File: config.mk
export PLATFORM = sky130hd
export DESIGN_NAME = accel_window_magnitude_smoother
export DESIGN_NICKNAME = d
export VERILOG_FILES = /design/src/hdl/awms_pkg.sv /design/src/hdl/awms_div.sv /design/src/hdl/awms_ctrl.sv /design/src/hdl/awms_dp.sv /design/src/hdl/accel_window_magnitude_smoother.sv
export SDC_FILE = /design/constraint.sdc
export NUM_CORES = 2
export LEC_CHECK = 0
export ABC_AREA = 1
export ABC_CLOCK_PERIOD_IN_PS = 7600
export BUFFER_PORTS_ARGS = -buffer_cell sky130_fd_sc_hd__buf_4
export CAP_MARGIN = 10
export CORE_MARGIN = 4
export CORE_UTILIZATION = 40
export DETAILED_ROUTE_END_ITERATION = 12
export PLACE_DENSITY = 0.55
export REMOVE_ABC_BUFFERS = 1
export SLEW_MARGIN = 20
export SYNTH_ARGS = -nofsm -noshare
export SYNTH_HDL_FRONTEND = slang
export SYNTH_SLANG_ARGS = --single-unit
File: constraint.sdc
create_clock -name clk -period 7.6 [get_ports clk]
set_input_delay 0.38 -clock clk [delete_from_list [all_inputs] [get_ports clk]]
set_output_delay 0.38 -clock clk [all_outputs]
set_load 0.005 [all_outputs]
File: src/hdl/awms_pkg.sv
`default_nettype none
package awms_pkg;

  localparam int MaxWindow  = 64;
  localparam int AddrW      = $clog2(MaxWindow);
  localparam int CntW       = AddrW + 1;
  localparam int HalfWidth  = 2;
  localparam int Taps       = 2 * HalfWidth + 1;
  localparam int TapW       = $clog2(Taps + 1);
  localparam int IdxW       = CntW + 2;
  localparam int SqW        = 32;
  localparam int RadW       = 40;
  localparam int RootW      = RadW / 2;
  localparam int SqrtCntW   = $clog2(RootW);
  localparam int MagW       = 21;
  localparam int SumW       = MagW + AddrW;
  localparam int AccW       = MagW + 2 + TapW;
  localparam int DivW       = SumW;
  localparam int DvsW       = CntW;
  localparam int DivCntW    = $clog2(DivW);

  typedef enum logic [3:0] {
    S_IDLE, S_MUL, S_SQI, S_SQRT, S_STORE, S_MDIV_GO, S_MDIV,
    S_TAP_RD, S_TAP_ACC, S_ADIV_GO, S_ADIV, S_OUT
  } awms_state_t;

  typedef struct packed {
    logic load;
    logic mul;
    logic sqrt_init;
    logic sqrt_step;
    logic store;
    logic mdiv_start;
    logic mean_cap;
    logic tap_rd;
    logic tap_acc;
    logic adiv_start;
    logic out_load;
    logic next;
  } awms_cmd_t;

  typedef struct packed {
    logic mul_last;
    logic sqrt_last;
    logic win_last;
    logic div_done;
    logic tap_last;
    logic out_taken;
    logic i_last;
  } awms_stat_t;

endpackage
`default_nettype wire

File: src/hdl/awms_div.sv
`default_nettype none
module awms_div
  import awms_pkg::*;
(
  input  wire logic            clk,
  input  wire logic            rst_n,
  input  wire logic            start,
  input  wire logic [DivW-1:0] dividend,
  input  wire logic [DvsW-1:0] divisor,
  output logic                 done,
  output logic [DivW-1:0]      quotient
);

  logic               busy_r;
  logic               done_r;
  logic [DivCntW-1:0] cnt_r;
  logic [DivW-1:0]    quo_r;
  logic [DvsW-1:0]    rem_r;
  logic [DvsW-1:0]    dvs_r;
  logic [DvsW:0]      rem_sh;
  logic               ge;
  logic [DvsW-1:0]    rem_nxt;

  // One quotient bit per cycle, restoring form.
  always_comb begin
    rem_sh  = {rem_r, quo_r[DivW-1]};
    ge      = rem_sh >= {1'b0, dvs_r};
    rem_nxt = ge ? DvsW'(rem_sh - {1'b0, dvs_r}) : rem_sh[DvsW-1:0];
  end

  always_ff @(posedge clk) begin
    if (!rst_n) begin
      busy_r <= 1'b0;
      done_r <= 1'b0;
      cnt_r  <= '0;
    end else begin
      done_r <= 1'b0;
      if (start) begin
        busy_r <= 1'b1;
        cnt_r  <= '0;
      end else if (busy_r) begin
        cnt_r <= cnt_r + 1'b1;
        if (cnt_r == DivCntW'(DivW - 1)) begin
          busy_r <= 1'b0;
          done_r <= 1'b1;
        end
      end
    end
  end

  always_ff @(posedge clk) begin
    if (start) begin
      quo_r <= dividend;
      rem_r <= '0;
      dvs_r <= divisor;
    end else if (busy_r) begin
      quo_r <= {quo_r[DivW-2:0], ge};
      rem_r <= rem_nxt;
    end
  end

  assign done     = done_r;
  assign quotient = quo_r;

endmodule
`default_nettype wire

File: src/hdl/awms_ctrl.sv
`default_nettype none
module awms_ctrl
  import awms_pkg::*;
(
  input  wire logic       clk,
  input  wire logic       rst_n,
  input  wire logic       in_tvalid,
  output logic            in_tready,
  input  wire awms_stat_t stat,
  output awms_cmd_t       cmd
);

  awms_state_t state_r, state_nxt;

  always_ff @(posedge clk) begin
    if (!rst_n) begin
      state_r <= S_IDLE;
    end else begin
      state_r <= state_nxt;
    end
  end

  always_comb begin
    state_nxt = state_r;
    case (state_r)
      S_IDLE:    if (in_tvalid) state_nxt = S_MUL;
      S_MUL:     if (stat.mul_last) state_nxt = S_SQI;
      S_SQI:     state_nxt = S_SQRT;
      S_SQRT:    if (stat.sqrt_last) state_nxt = S_STORE;
      S_STORE:   state_nxt = stat.win_last ? S_MDIV_GO : S_IDLE;
      S_MDIV_GO: state_nxt = S_MDIV;
      S_MDIV:    if (stat.div_done) state_nxt = S_TAP_RD;
      S_TAP_RD:  state_nxt = S_TAP_ACC;
      S_TAP_ACC: state_nxt = stat.tap_last ? S_ADIV_GO : S_TAP_RD;
      S_ADIV_GO: state_nxt = S_ADIV;
      S_ADIV:    if (stat.div_done) state_nxt = S_OUT;
      S_OUT:     if (stat.out_taken) state_nxt = stat.i_last ? S_IDLE : S_TAP_RD;
      default:   state_nxt = S_IDLE;
    endcase
  end

  always_comb begin
    cmd       = '0;
    in_tready = 1'b0;
    case (state_r)
      S_IDLE: begin
        in_tready = 1'b1;
        cmd.load  = in_tvalid;
      end
      S_MUL:     cmd.mul        = 1'b1;
      S_SQI:     cmd.sqrt_init  = 1'b1;
      S_SQRT:    cmd.sqrt_step  = 1'b1;
      S_STORE:   cmd.store      = 1'b1;
      S_MDIV_GO: cmd.mdiv_start = 1'b1;
      S_MDIV:    cmd.mean_cap   = stat.div_done;
      S_TAP_RD:  cmd.tap_rd     = 1'b1;
      S_TAP_ACC: cmd.tap_acc    = 1'b1;
      S_ADIV_GO: cmd.adiv_start = 1'b1;
      S_ADIV:    cmd.out_load   = stat.div_done;
      S_OUT:     cmd.next       = stat.out_taken;
      default:   cmd            = '0;
    endcase
  end

endmodule
`default_nettype wire

File: src/hdl/awms_dp.sv
`default_nettype none
module awms_dp
  import awms_pkg::*;
(
  input  wire logic        clk,
  input  wire logic        rst_n,
  input  wire awms_cmd_t   cmd,
  output awms_stat_t       stat,
  input  wire logic [15:0] in_x,
  input  wire logic [15:0] in_y,
  input  wire logic [15:0] in_z,
  input  wire logic        in_last,
  output logic             out_valid,
  input  wire logic        out_ready,
  output logic [MagW-1:0]  out_value,
  output logic [AddrW-1:0] out_index,
  output logic             out_last
);

  logic signed [15:0] x_r, y_r, z_r;
  logic               last_r;
  logic [1:0]         mcnt_r;
  logic [SqW-1:0]     prod_r;
  logic [SqW-1:0]     sq_r;
  logic signed [15:0] msel;
  logic signed [SqW-1:0] msq;

  logic [RadW-1:0]     rad_r;
  logic [RootW+1:0]    rem_r;
  logic [RootW-1:0]    root_r;
  logic [SqrtCntW-1:0] scnt_r;
  logic [RootW+3:0]    rem_sh;
  logic [RootW+3:0]    trial;
  logic                sq_ge;

  logic [MagW-1:0]  mem [MaxWindow];
  logic [MagW-1:0]  mem_q_r;
  logic [CntW-1:0]  cnt_r;
  logic [SumW-1:0]  sum_r;
  logic [MagW-1:0]  mean_r;

  logic [AddrW-1:0]       i_r;
  logic [TapW-1:0]        k_r;
  logic [TapW-1:0]        tcnt_r;
  logic                   tvalid_r;
  logic signed [AccW-1:0] acc_r;
  logic signed [IdxW-1:0] j;
  logic                   i_last;
  logic [AccW-1:0]        acc_abs;

  logic            div_start;
  logic [DivW-1:0] div_dvd;
  logic [DvsW-1:0] div_dvs;
  logic            div_done;
  logic [DivW-1:0] div_q;
  logic            out_valid_r;
  logic [MagW-1:0] out_value_r;
  logic [AddrW-1:0] out_index_r;
  logic            out_last_r;

  // Squares of the three axes go through one multiplier, one axis a cycle.
  always_comb begin
    case (mcnt_r)
      2'd0:    msel = x_r;
      2'd1:    msel = y_r;
      2'd2:    msel = z_r;
      default: msel = '0;
    endcase
    msq = msel * msel;
  end

  always_ff @(posedge clk) begin
    if (cmd.load) begin
      x_r     <= in_x;
      y_r     <= in_y;
      z_r     <= in_z;
      last_r  <= in_last;
      mcnt_r  <= '0;
      prod_r  <= '0;
      sq_r    <= '0;
    end else if (cmd.mul) begin
      prod_r <= SqW'(msq);
      sq_r   <= sq_r + prod_r;
      mcnt_r <= mcnt_r + 1'b1;
    end
  end

  // Digit-by-digit square root, two radicand bits per step.
  always_comb begin
    rem_sh = {rem_r, rad_r[RadW-1:RadW-2]};
    trial  = {2'b00, root_r, 2'b01};
    sq_ge  = rem_sh >= trial;
  end

  always_ff @(posedge clk) begin
    if (cmd.sqrt_init) begin
      rad_r  <= {sq_r, 8'h00};
      rem_r  <= '0;
      root_r <= '0;
      scnt_r <= '0;
    end else if (cmd.sqrt_step) begin
      rad_r  <= {rad_r[RadW-3:0], 2'b00};
      rem_r  <= sq_ge ? (RootW+2)'(rem_sh - trial) : rem_sh[RootW+1:0];
      root_r <= {root_r[RootW-2:0], sq_ge};
      scnt_r <= scnt_r + 1'b1;
    end
  end

  always_ff @(posedge clk) begin
    if (cmd.store && (cnt_r < CntW'(MaxWindow))) begin
      mem[cnt_r[AddrW-1:0]] <= MagW'(root_r);
    end
    if (cmd.tap_rd) begin
      mem_q_r <= mem[j[AddrW-1:0]];
    end
  end

  assign j      = $signed({3'b000, i_r}) - IdxW'(HalfWidth) + $signed({{(IdxW-TapW){1'b0}}, k_r});
  assign i_last = ({1'b0, i_r} == (cnt_r - 1'b1));

  always_ff @(posedge clk) begin
    if (!rst_n) begin
      cnt_r <= '0;
      sum_r <= '0;
    end else if (cmd.store && (cnt_r < CntW'(MaxWindow))) begin
      cnt_r <= cnt_r + 1'b1;
      sum_r <= sum_r + SumW'(root_r);
    end else if (cmd.next && i_last) begin
      cnt_r <= '0;
      sum_r <= '0;
    end
  end

  always_ff @(posedge clk) begin
    if (cmd.mean_cap) begin
      mean_r <= div_q[MagW-1:0];
      i_r    <= '0;
      k_r    <= '0;
      tcnt_r <= '0;
      acc_r  <= '0;
    end else if (cmd.next) begin
      i_r    <= i_r + 1'b1;
      k_r    <= '0;
      tcnt_r <= '0;
      acc_r  <= '0;
    end else begin
      if (cmd.tap_rd) begin
        tvalid_r <= (j >= 0) && (j < $signed({2'b00, cnt_r}));
      end
      if (cmd.tap_acc) begin
        k_r <= k_r + 1'b1;
        if (tvalid_r) begin
          acc_r  <= acc_r + $signed(AccW'(mem_q_r)) - $signed(AccW'(mean_r));
          tcnt_r <= tcnt_r + 1'b1;
        end
      end
    end
  end

  assign acc_abs   = acc_r[AccW-1] ? AccW'(-acc_r) : AccW'(acc_r);
  assign div_start = cmd.mdiv_start | cmd.adiv_start;
  assign div_dvd   = cmd.mdiv_start ? sum_r : DivW'(acc_abs);
  assign div_dvs   = cmd.mdiv_start ? cnt_r : DvsW'(tcnt_r);

  awms_div u_div (
    .clk      (clk),
    .rst_n    (rst_n),
    .start    (div_start),
    .dividend (div_dvd),
    .divisor  (div_dvs),
    .done     (div_done),
    .quotient (div_q)
  );

  always_ff @(posedge clk) begin
    if (!rst_n) begin
      out_valid_r <= 1'b0;
    end else if (cmd.out_load) begin
      out_valid_r <= 1'b1;
    end else if (out_ready) begin
      out_valid_r <= 1'b0;
    end
  end

  // The quotient is a magnitude; the sign of the sum is put back afterwards.
  always_ff @(posedge clk) begin
    if (cmd.out_load) begin
      out_value_r <= acc_r[AccW-1] ? MagW'(-div_q[MagW-1:0]) : div_q[MagW-1:0];
      out_index_r <= i_r;
      out_last_r  <= i_last;
    end
  end

  assign out_valid = out_valid_r;
  assign out_value = out_value_r;
  assign out_index = out_index_r;
  assign out_last  = out_last_r;

  assign stat.mul_last  = (mcnt_r == 2'd3);
  assign stat.sqrt_last = (scnt_r == SqrtCntW'(RootW - 1));
  assign stat.win_last  = last_r;
  assign stat.div_done  = div_done;
  assign stat.tap_last  = (k_r == TapW'(Taps - 1));
  assign stat.out_taken = out_valid_r & out_ready;
  assign stat.i_last    = i_last;

endmodule
`default_nettype wire

File: src/hdl/accel_window_magnitude_smoother.sv
// Accelerometer window magnitude smoother.
// Input stream: one three-axis sample per request; in_tlast closes the window.
// Each sample is squared axis by axis on one multiplier, passed through a
// 20-step square root and written to the window memory; in_tready stays low
// from acceptance until the sample has been stored, so the block takes no
// new sample before it is through with the last one.
// A sample that arrives once 64 are stored is dropped, but its tlast still
// closes the window.
// After the closing sample the shared divider forms the window mean in 27
// quotient steps. Each result then reads its five neighbor slots, each with
// a read step and an accumulate step, and goes through the same divider.
// Results leave one at a time through an output register; while the receiver
// holds out_tready low the block waits with the result in place. No new
// sample is taken until the last result of the window has been delivered.
// Reset clears the control state, the sample count and running sum, and the
// output valid flag.
`default_nettype none
module accel_window_magnitude_smoother
  import awms_pkg::*;
(
  input  wire logic        clk,
  input  wire logic        rst_n,
  input  wire logic        in_tvalid,
  output logic             in_tready,
  input  wire logic [47:0] in_tdata,   // accel_x[15:0], accel_y[31:16], accel_z[47:32]
  input  wire logic        in_tlast,
  output logic             out_tvalid,
  input  wire logic        out_tready,
  output logic [31:0]      out_tdata,  // filtered_value[20:0], sample_index[26:21], zero
  output logic             out_tlast
);

  awms_cmd_t        cmd;
  awms_stat_t       stat;
  logic [MagW-1:0]  value;
  logic [AddrW-1:0] index;

  awms_ctrl u_ctrl (
    .clk       (clk),
    .rst_n     (rst_n),
    .in_tvalid (in_tvalid),
    .in_tready (in_tready),
    .stat      (stat),
    .cmd       (cmd)
  );

  awms_dp u_dp (
    .clk       (clk),
    .rst_n     (rst_n),
    .cmd       (cmd),
    .stat      (stat),
    .in_x      (in_tdata[15:0]),
    .in_y      (in_tdata[31:16]),
    .in_z      (in_tdata[47:32]),
    .in_last   (in_tlast),
    .out_valid (out_tvalid),
    .out_ready (out_tready),
    .out_value (value),
    .out_index (index),
    .out_last  (out_tlast)
  );

  assign out_tdata = {5'b00000, index, value};

  a_no_overlap: assert property (@(posedge clk) disable iff (!rst_n)
    in_tready |-> !out_tvalid) else $error("input taken while a result is pending");

  a_busy_after_accept: assert property (@(posedge clk) disable iff (!rst_n)
    (in_tvalid && in_tready) |=> !in_tready) else $error("second sample taken too early");

  a_idle_after_window: assert property (@(posedge clk) disable iff (!rst_n)
    (out_tvalid && out_tready && out_tlast) |=> in_tready)
    else $error("block not idle after final result");

endmodule
`default_nettype wire
==> flow_metrics.env <==
export IMPL_status="completed"
export IMPL_crit_family="adder cells"
export IMPL_syn_area_per_cell_sq_um=10.1
export IMPL_antenna_found_initial=18
export IMPL_cts_sinks=1668
export IMPL_netlist_instances=8305
export IMPL_grt_max_degree=190
export IMPL_finalClockSkew_ns=0.0836
export IMPL_tns_ns=0
export IMPL_gp_congestion=0.896
export IMPL_cp_max_fo=16
export IMPL_crit_slowest_cell="fa_1"
export IMPL_setup_ws_ns=0.486
export IMPL_routed_via_count=61600
export IMPL_period_share_pct=93.6
export IMPL_yosys_area_top_type="edfxtp_1"
export IMPL_root_buffer="clkbuf_16"
export IMPL_clk_latency_ns=0.86
export IMPL_rrSetupSlack_ns=0.49
export IMPL_cts_tree="done"
export IMPL_drtPass1Iterations=6
export IMPL_endpoint_kind="flip-flop"
export IMPL_hold_viol=0
export IMPL_initial_core_util_pct=40.3
export IMPL_synth_edf_count=1465
export IMPL_ioPinCount=88
export IMPL_dieArea_sq_um=216000
export IMPL_die_h_um=465
export IMPL_async_flop_share_pct=0
export IMPL_yosys_warnings=0
export IMPL_min_period_ns=7.11
export IMPL_synth_top_area_share_pct=52.7
export IMPL_critPathMostFrequentCell="fa_1"
export IMPL_cp_num_buf_inv=5
export IMPL_crit_arrival_ns=7.81
export IMPL_placed_area_sq_um=87700
export IMPL_place_ws_ns=0.551
export IMPL_worstPathCellList="inv_1, ha_1, nand2_1, nand3_1, nand2_1, inv_1, nand2_1, fa_1, inv_1, fa_1, buf_4, fa_1, fa_1, fa_1, fa_1, ha_1, a21oi_1, o21ai_0, a21oi_1, nand3_1, nand2_1, nand2_1, o21bai_1, inv_1"
export IMPL_synthTopCellsByArea="edfxtp_1 (53%), nand2_1 (6.4%), fa_1 (6.2%)"
export IMPL_dp_hpwl_mm=162
export IMPL_fillCellCount=19300
export IMPL_path_clk_slew_ns=0.06
export IMPL_finalWirelength_mm=253
export IMPL_chipWidth_um=465
export IMPL_cts_buffer_depth=3
export IMPL_finalMaxSlewViolations=0
export IMPL_drt_iter0_markers=6427
export IMPL_postRouteAntennaNets=0
export IMPL_gr_total_overflow=0
export IMPL_crit_type="reg -> reg"
export IMPL_drc_errors=0
export IMPL_area_growth_pct=12.8
export IMPL_worstPathRequired_ns=8.29
export IMPL_cts_buffers=178
export IMPL_core_area_sq_um=207000
export IMPL_crit_path_max_incr_delay_ns=0.72
export IMPL_min_delay_path_class="in -> reg"
export IMPL_ys_seq_area_share_pct=57.5
export IMPL_syn_area_sq_um=83500
export IMPL_relSlewSlack_pct=24.7
export IMPL_grt_pass1_wl_mm=380
export IMPL_rows=167
export IMPL_fmax_mhz=141
export IMPL_fin_area_sq_um=94200
export IMPL_maxCapViolations=0
export IMPL_finalSetupViolCount=0
export IMPL_worstMarginPinSlew_ns=1.13
export IMPL_htree_levels=4
export IMPL_grt_use_total_pct=23.0
export IMPL_rsz0062_at_grt="no"
export IMPL_ys_seq_elements=1668
export IMPL_grt_pass1_vias=59200
export IMPL_drive_gt1_share_pct=7.58
export IMPL_io_buffers=82
export IMPL_ys_types=55
export IMPL_startpoint_type="flip-flop"
export IMPL_num_nets_final=8950
export IMPL_wl_per_cell_um=22.3
export IMPL_yosys_most_used_dff="edfxtp_1"
export IMPL_viasPerCell=5.42
-- cell usage in the layout, fill, tap and decap left out, types with 32 or more instances in the layout --
cell type,instances
a21oi_1,261
buf_4,245
clkbuf_1,38
clkbuf_16,178
clkinv_1,40
clkinv_2,32
dfxtp_1,183
dlygate4sd3_1,51
edfxtp_1,1465
fa_1,257
ha_1,221
inv_1,876
nand2_1,1430
nand3_1,562
nand4_1,50
nor2_1,1025
nor2_2,69
nor3_1,44
o211ai_1,32
o21ai_0,679
o21ai_1,151
o21bai_1,42
o22ai_1,343
xor2_1,62
-- cell usage after synthesis, types with 3 or more instances --
cell type,n
a211oi_1,4
a21o_1,5
a21oi_1,261
and2_1,4
and3_1,4
buf_1,9
buf_2,70
buf_4,9
clkbuf_1,285
clkinv_1,4
dfxtp_1,203
edfxtp_1,1465
fa_1,258
ha_1,224
inv_1,878
inv_2,17
nand2_1,1432
nand3_1,562
nand3b_1,4
nand4_1,50
nor2_1,1094
nor3_1,45
nor3b_1,3
nor4_1,6
o211ai_1,32
o21a_1,29
o21ai_0,679
o21ai_1,151
o21bai_1,42
o221ai_1,5
o22ai_1,343
o31ai_1,4
or2_2,9
xnor2_1,24
xor2_1,62
-- state kept, by name, summed over array words and instances (netlist names), 4 cells and up --
signal	count
u_dp.prod_r	31
u_dp.u_div.quotient	27
u_dp.mem_q_r	20
u_dp.cnt_r	7
u_dp.sq_r	32
u_dp.x_r	16
u_dp.mean_r	21
u_dp.u_div.rem_r	7
u_dp.u_div.dvs_r	7
u_dp.mem	1280
u_dp.out_index	6
u_dp.rad_r	32
u_dp.i_r	6
u_dp.y_r	16
u_dp.acc_r	26
u_dp.out_value	21
u_dp.scnt_r	5
u_ctrl.state_r	4
u_dp.z_r	16
u_dp.u_div.cnt_r	5
u_dp.sum_r	27
u_dp.rem_r	22
u_dp.root_r	20
-- stage by stage --
step	util (%)	std cells	hold slack (ns)
finish	45.4	11400	0.239
detailed placement	42.3	11000	0.436
CTS	45.4	11400	0.170
global placement	42.3	11000	0.428
floorplan	-	7932	0.426
global route	45.4	11400	0.245
-- worst reg2reg max path: stages (launching register included) --
cell and delay, ns:
dfxtp_1 0.35, inv_1 0.09, ha_1 0.47, nand2_1 0.12, nand3_1 0.22, nand2_1 0.38
inv_1 0.27, nand2_1 0.12, fa_1 0.52, inv_1 0.08, fa_1 0.72, buf_4 0.20
fa_1 0.43, fa_1 0.60, fa_1 0.44, fa_1 0.45, ha_1 0.39, a21oi_1 0.21
o21ai_0 0.20, a21oi_1 0.28, nand3_1 0.16, nand2_1 0.08, nand2_1 0.04, o21bai_1 0.13
inv_1 0.05
-- logic make-up (layout without fill, tap and decap cells) --
kind of cell               after synthesis  in the layout  share of synthesized area (%)
DFF                                   1668           1668                           57.5
other                                    1              9                        0.00449
buffers and inverters                 1277           1539                           5.91
adders and majority gates              482            482                           9.54
and+or+nand+nor                       3220           3220                           15.7
AOI/OAI and AO/OA                     1565           1565                           10.3
xor gates and xnor gates                92             92                           1.05
-- worst paths after layout --
| kind | end | from | cells after the start |
|---|---|---|---|
| setup / recovery | u_dp.prod_r[25]$_SDFFE_PP0P_ | u_dp.mcnt_r[0]$_SDFFE_PP0P_ | 24 |
| hold / removal | u_ctrl.state_r[3]$_SDFFE_PN0P_ | in_tvalid | 7 |
| setup reg to reg | u_dp.prod_r[25]$_SDFFE_PP0P_ | u_dp.mcnt_r[0]$_SDFFE_PP0P_ | 24 |
| hold reg to reg | u_dp.mean_r[19]$_DFFE_PP_ | u_dp.u_div.quotient[19]$_DFFE_PP_ | 0 |
-- metal layers --
metal	part of all wire [%]	vias to the layer above	GRT usage [%]	routed length [um]
met4	2.5	4	5.74	6380
li1	-	28600	-	-
met1	45	30500	33.4	113000
met3	7.3	327	3.42	18400
met2	45	2159	36.3	115000
met5	0.026	-	0	65
-- cell type report --
type | instances | area, sq um | area share (%)
well taps | 2788 | 3490 | 3.70
repair buffers | 303 | 2490 | 2.64
clock inverters | 111 | 1200 | 1.27
multi-input cells | 5364 | 30800 | 32.7
diodes | 4 | 10.0 | 0.0106
inverters | 900 | 3410 | 3.62
clock buffers | 225 | 4720 | 5.01
flip-flops and latches | 1668 | 48100 | 51.1
-- what timing repair did --
action | CTS | global route
endpoints found under the setup margin | 0 | 1
hold endpoints to repair | 59 | 0
resized for setup | 0 | 2
setup buffers | 0 | 0
hold buffers | 51 | 0
Power is left out: the tool's default activity adds up to more than one toggle a clock period on the data nets, which glitch-free logic cannot reach.
